<file path="src/hdl/pgbc_pkg.sv">
`timescale 1ns / 1ps

package pgbc_pkg;

    localparam int PIX_W     = 8;
    localparam int LUT_DEPTH = 1 << PIX_W;
    localparam int CFG_IDX_W = 2;

    localparam int S_TDATA_W = 6 * PIX_W;
    localparam int M_TDATA_W = 4 * PIX_W;

    localparam logic [PIX_W-1:0] MID_GREY = 8'd128;
    localparam logic [PIX_W-1:0] MAX_PIX  = 8'd255;

    localparam logic             RST_ENABLE     = 1'b1;
    localparam logic [PIX_W-1:0] RST_BRIGHTNESS = 8'd255;
    localparam logic [PIX_W-1:0] RST_CONTRAST   = 8'd128;

    typedef enum logic {
        MODE_PIXEL = 1'b0,
        MODE_TABLE = 1'b1
    } t_mode;

    typedef enum logic [CFG_IDX_W-1:0] {
        CFG_ENABLE     = 2'd0,
        CFG_BRIGHTNESS = 2'd1,
        CFG_CONTRAST   = 2'd2
    } t_cfg_idx;

    // Per-stage load enables and the gamma table write strobe.
    typedef struct packed {
        logic wr;
        logic ld2;
        logic ld3;
        logic ld4;
        logic ld5;
        logic ld6;
    } t_lane_ctl;

endpackage

</file>
<file path="src/hdl/pgbc_lane.sv">
`timescale 1ns / 1ps

module pgbc_lane
    import pgbc_pkg::*;
(
    input  logic             i_clk,
    input  t_lane_ctl        i_ctl,
    input  logic [PIX_W-1:0] i_wr_idx,
    input  logic [PIX_W-1:0] i_wr_val,
    input  logic [PIX_W-1:0] i_comp,
    input  logic             i_enable,
    input  logic [PIX_W-1:0] i_brightness,
    input  logic [PIX_W-1:0] i_contrast,
    output logic [PIX_W-1:0] o_comp
);

    logic [PIX_W-1:0] r_gamma [LUT_DEPTH];

    logic [PIX_W-1:0]   r_gam2;
    logic [PIX_W-1:0]   r_raw2;
    logic [2*PIX_W-1:0] r_prod3;
    logic [PIX_W-1:0]   r_raw3;
    logic [PIX_W-1:0]   r_bri4;
    logic [PIX_W-1:0]   r_raw4;
    logic signed [16:0] r_cp5;
    logic [PIX_W-1:0]   r_raw5;
    logic [PIX_W-1:0]   r_comp6;

    logic [2*PIX_W-1:0] div_sum;
    logic signed [8:0]  c_diff;
    logic signed [8:0]  c_gain;
    logic signed [17:0] c_prod;
    logic signed [10:0] c_res;
    logic [PIX_W-1:0]   c_clamp;

    always_ff @(posedge i_clk) begin
        if (i_ctl.wr) begin
            r_gamma[i_wr_idx] <= i_wr_val;
        end
        if (i_ctl.ld2) begin
            r_gam2 <= r_gamma[i_comp];
        end
    end

    // floor(p / 255), exact for every p up to 255 * 255, the largest product
    assign div_sum = r_prod3 + {8'd0, r_prod3[15:8]} + 16'd1;

    assign c_diff = $signed({1'b0, r_bri4}) - $signed({1'b0, MID_GREY});
    assign c_gain = $signed({1'b0, i_contrast});
    assign c_prod = c_diff * c_gain;

    // arithmetic shift by 7 is the floor of the divide by 128
    assign c_res = $signed({r_cp5[16], r_cp5[16:7]}) + $signed({3'd0, MID_GREY});

    always_comb begin
        if (c_res[10]) begin
            c_clamp = '0;
        end else if (c_res[9:8] != 2'd0) begin
            c_clamp = MAX_PIX;
        end else begin
            c_clamp = c_res[7:0];
        end
    end

    always_ff @(posedge i_clk) begin
        if (i_ctl.ld2) begin
            r_raw2 <= i_comp;
        end
        if (i_ctl.ld3) begin
            r_prod3 <= r_gam2 * i_brightness;
            r_raw3  <= r_raw2;
        end
        if (i_ctl.ld4) begin
            r_bri4 <= div_sum[15:8];
            r_raw4 <= r_raw3;
        end
        if (i_ctl.ld5) begin
            r_cp5  <= c_prod[16:0];
            r_raw5 <= r_raw4;
        end
        if (i_ctl.ld6) begin
            r_comp6 <= i_enable ? c_clamp : r_raw5;
        end
    end

    assign o_comp = r_comp6;

endmodule

</file>
<file path="config.mk">
export PLATFORM = sky130hd
export DESIGN_NAME = pgbc_lane
export DESIGN_NICKNAME = d
export VERILOG_FILES = /design/src/hdl/pgbc_pkg.sv /design/src/hdl/pgbc_lane.sv
export SDC_FILE = /design/constraint.sdc
export NUM_CORES = 2
export LEC_CHECK = 0
export ABC_AREA = 1
export BUFFER_PORTS_ARGS = -buffer_cell sky130_fd_sc_hd__buf_2
export CORE_ASPECT_RATIO = 1.2
export CORE_UTILIZATION = 50
export DETAILED_ROUTE_END_ITERATION = 6
export PLACE_DENSITY = 0.68
export SLEW_MARGIN = 5
export SYNTH_ARGS = -nofsm -noshare
export SYNTH_HDL_FRONTEND = slang
export SYNTH_SLANG_ARGS = --single-unit
</file>
<file path="constraint.sdc">
create_clock -name i_clk -period 4.68 [get_ports i_clk]
set_input_delay 0.702 -clock i_clk [delete_from_list [all_inputs] [get_ports i_clk]]
set_output_delay 0.702 -clock i_clk [all_outputs]
set_load 0.005 [all_outputs]
</file>
==> metrics.yaml <==
multi_input_area_um2: 23300
final_hold_viol_count: 0
dp_hpwl_um: 134000
layout_common_cells: "nand2_1 (2306), edfxtp_1 (2130), nand3_1 (2034)"
worstHoldPathType: "input port to register"
cts_hold_buf: 0
cts.sinks: 2130
fin_skew_ps: 33.0
ant_nets: 0
dieArea_um2: 184000
clock_path_buffers: 3
gp_congestion: 0.901
cp_max_fo: 7
critPathLaunch: "r_bri4[7]"
seq_area_frac_synth: 0.703
insertion_delay_ps: 880
final_nets: 7929
ios: 56
violations: "DRC"
peakVddDrop_v: 0.000651
grt_pass1_wl_um: 352000
tightest_slew_ps: 1130
required_ps: 5300
start_util: 0.504
crit_arrival_ps: 5010
layout.cells.non_filler: 10300
end_kind: "register"
overflow: 0
grt_util_all_layers: 0.253
fillers: 14700
start_kind: "register"
busiest_layer: "met2"
crit_buf_inv: 5
std_cell_rows: 171
drive_above_1_share: 0.0596
place_ws_ps: -2.41
fin_crit_ps: 4390
via_count: 59600
syn_to_final_growth_pct: 9.60
drtIter0Drc: 7228
synth_ff_type: "edfxtp_1"
endpoint: "r_cp5[14]"
viasPerCell: 5.78
synth-edff-count: 2130
fp.dieW_um: 392
final_max_slew_viol_count: 0
whs_ps: 164
setup_violations: 0
netlist_area_um2: 91000
critPathKind: "register to register"
grt_max_degree: 159
post_cts_buffers: 0
clock.fmax_ghz: 0.228
ys_ff_latch: 2130
cts_root_buf: "clkbuf_16"
leakagePower_nw: 36.0
clkSlewWorstSetupHoldPaths_ps: 60
r2r_cells: 18
grt_pass1_vias: 57400
firstDrtPassIters: 7
cp_slowest_cell: "fa_1"
synth_area_per_cell_um2: 11.6
ys_types: 31
rrSetupSlack_ps: 290
io_buffers: 55
core_area_um2: 181000
final_common_cell: "nand2_1"
crit_chain: "inv_2 > nand2_1 > buf_4 > fa_1 > inv_1 > fa_1 > inv_1 > fa_1 > fa_1 > inv_1 > ha_1 > nand2_1 > o21ai_0 > a21oi_1 > o21bai_1 > nand2_1 > nand3_1 > nand2_1"
reg2reg_from: "r_bri4[7]"
yosys_warnings: 0
die_h_um: 469
finalWorstSetupSlack_ps: 294
grt_use_met1: 0.332
r2r-end: "r_cp5[14]"
critPathMaxStageDelay_ps: 500
globalRouteMet3Util: 0.0491
post-route-util: 0.552
crit_family: "adder cells"
synthCells: 7841
async_flop_share: 0
tns_ps: 0
htree_num_levels: 4
placed_cells: 9938
syn-num-nets: 8052
regArea_um2: 64000
drc: 1
crit_cells: 18
drt-total-wl_um: 234000
wire_per_inst_um: 22.7
rsz0062_at_grt: "false"
antenna_found_initial: 13
powerDensity_nw_per_um2: 452
finalCritPeriodShare: 0.937
max_cap_viol_count: 0
max_slew_margin: 0.245
globalRouteMet2Util: 0.407
cts_tree: "done"
status: "complete, but fails checks"
cts-buffers-inserted: 200
## per-layer routing
metal	routed length [um]	share of wire
met1	90700	0.39
met2	112000	0.48
met3	20800	0.089
met4	10700	0.046
met5	58	0.00025
## cell usage after synthesis, types with 9 or more instances
| cell type | instances | area (um^2) |
|---|---|---|
| clkbuf_1 | 140 | 526 |
| buf_1 | 30 | 113 |
| o21ai_0 | 9 | 45.0 |
| xor2_1 | 19 | 166 |
| a21oi_1 | 24 | 120 |
| edfxtp_1 | 2130 | 64000 |
| nand3_1 | 2034 | 10200 |
| fa_1 | 89 | 1780 |
| buf_2 | 259 | 1300 |
| nand2_1 | 2306 | 8660 |
| nor2_1 | 317 | 1190 |
| ha_1 | 74 | 926 |
| buf_4 | 59 | 443 |
| inv_1 | 286 | 1070 |
| buf_6 | 23 | 259 |
## worst register-to-register path, stage by stage, from the launching register on
cell and delay [ps]:
edfxtp_1 400, inv_2 140, nand2_1 130, buf_4 160, fa_1 470, inv_1 50
fa_1 500, inv_1 50, fa_1 480, fa_1 490, inv_1 40, ha_1 290
nand2_1 90, o21ai_0 250, a21oi_1 100, o21bai_1 250, nand2_1 110, nand3_1 80
nand2_1 60
## state kept, by name, indices dropped and copies added (netlist names)
register and cells:
r_raw2 8, r_raw5 8, o_comp 8, r_bri4 8, r_prod3 16, r_gam2 8
r_raw3 8, r_gamma 2048, r_raw4 8, r_cp5 10
## through the flow
stage	power, W	cell area, um^2
final	0.0451	99800
after global routing	0.0468	99800
after CTS	0.0452	99800
after detailed placement	0.0293	93300
after global placement	0.0292	93300
after floorplan	0.0269	91000
## final cells by class
class                   count  share of cell area
clock buffers             247              0.0526
flip-flops and latches   2130               0.641
repair buffers            188              0.0189
inverters                 289              0.0112
clock inverters           120              0.0120
multi-input cells        4909               0.234
well taps                2422              0.0304
diodes                      4            0.000100
## cell families (layout without fill, tap and decap cells)
| family | count (synthesis) | count (layout) | synth area share |
|---|---|---|---|
| buffers and inverters | 802 | 844 | 0.0412 |
| DFF | 2130 | 2130 | 0.703 |
| xor gates and xnor gates | 27 | 27 | 0.00260 |
| adders and majority gates | 163 | 163 | 0.0297 |
| AOI/OAI and AO/OA | 51 | 51 | 0.00315 |
| other | 0 | 4 | 0 |
| and+or+nand+nor | 4668 | 4668 | 0.221 |
## how the worst min path moves through the flow
stage	startpoint	endpoint	slack [ps]	cells after the start
2_1_floorplan	r_raw2[0]	r_raw3[0]	400	0
3_3_place_gp	r_raw2[1]	r_raw3[1]	400	0
3_5_place_dp	r_raw3[4]	r_raw4[4]	400	0
4_1_cts	i_ctl[0]	o_comp[1]	120	1
5_1_grt	i_ctl[0]	o_comp[2]	140	1
6_report	i_ctl[0]	o_comp[4]	160	1
## what timing repair did
item	in CTS	in global routing
endpoints found under the hold margin	0	0
setup endpoints to repair	0	3
gates resized for setup	0	3
## power by group
group	leakage [nW]	internal (W)	total (W)	switching, W
logic	13.7	0.00270	0.00737	0.00467
clock network	3.11	0.00903	0.0161	0.00709
registers	19.2	0.0215	0.0216	0.000147
(Power assumes the default switching activity.)
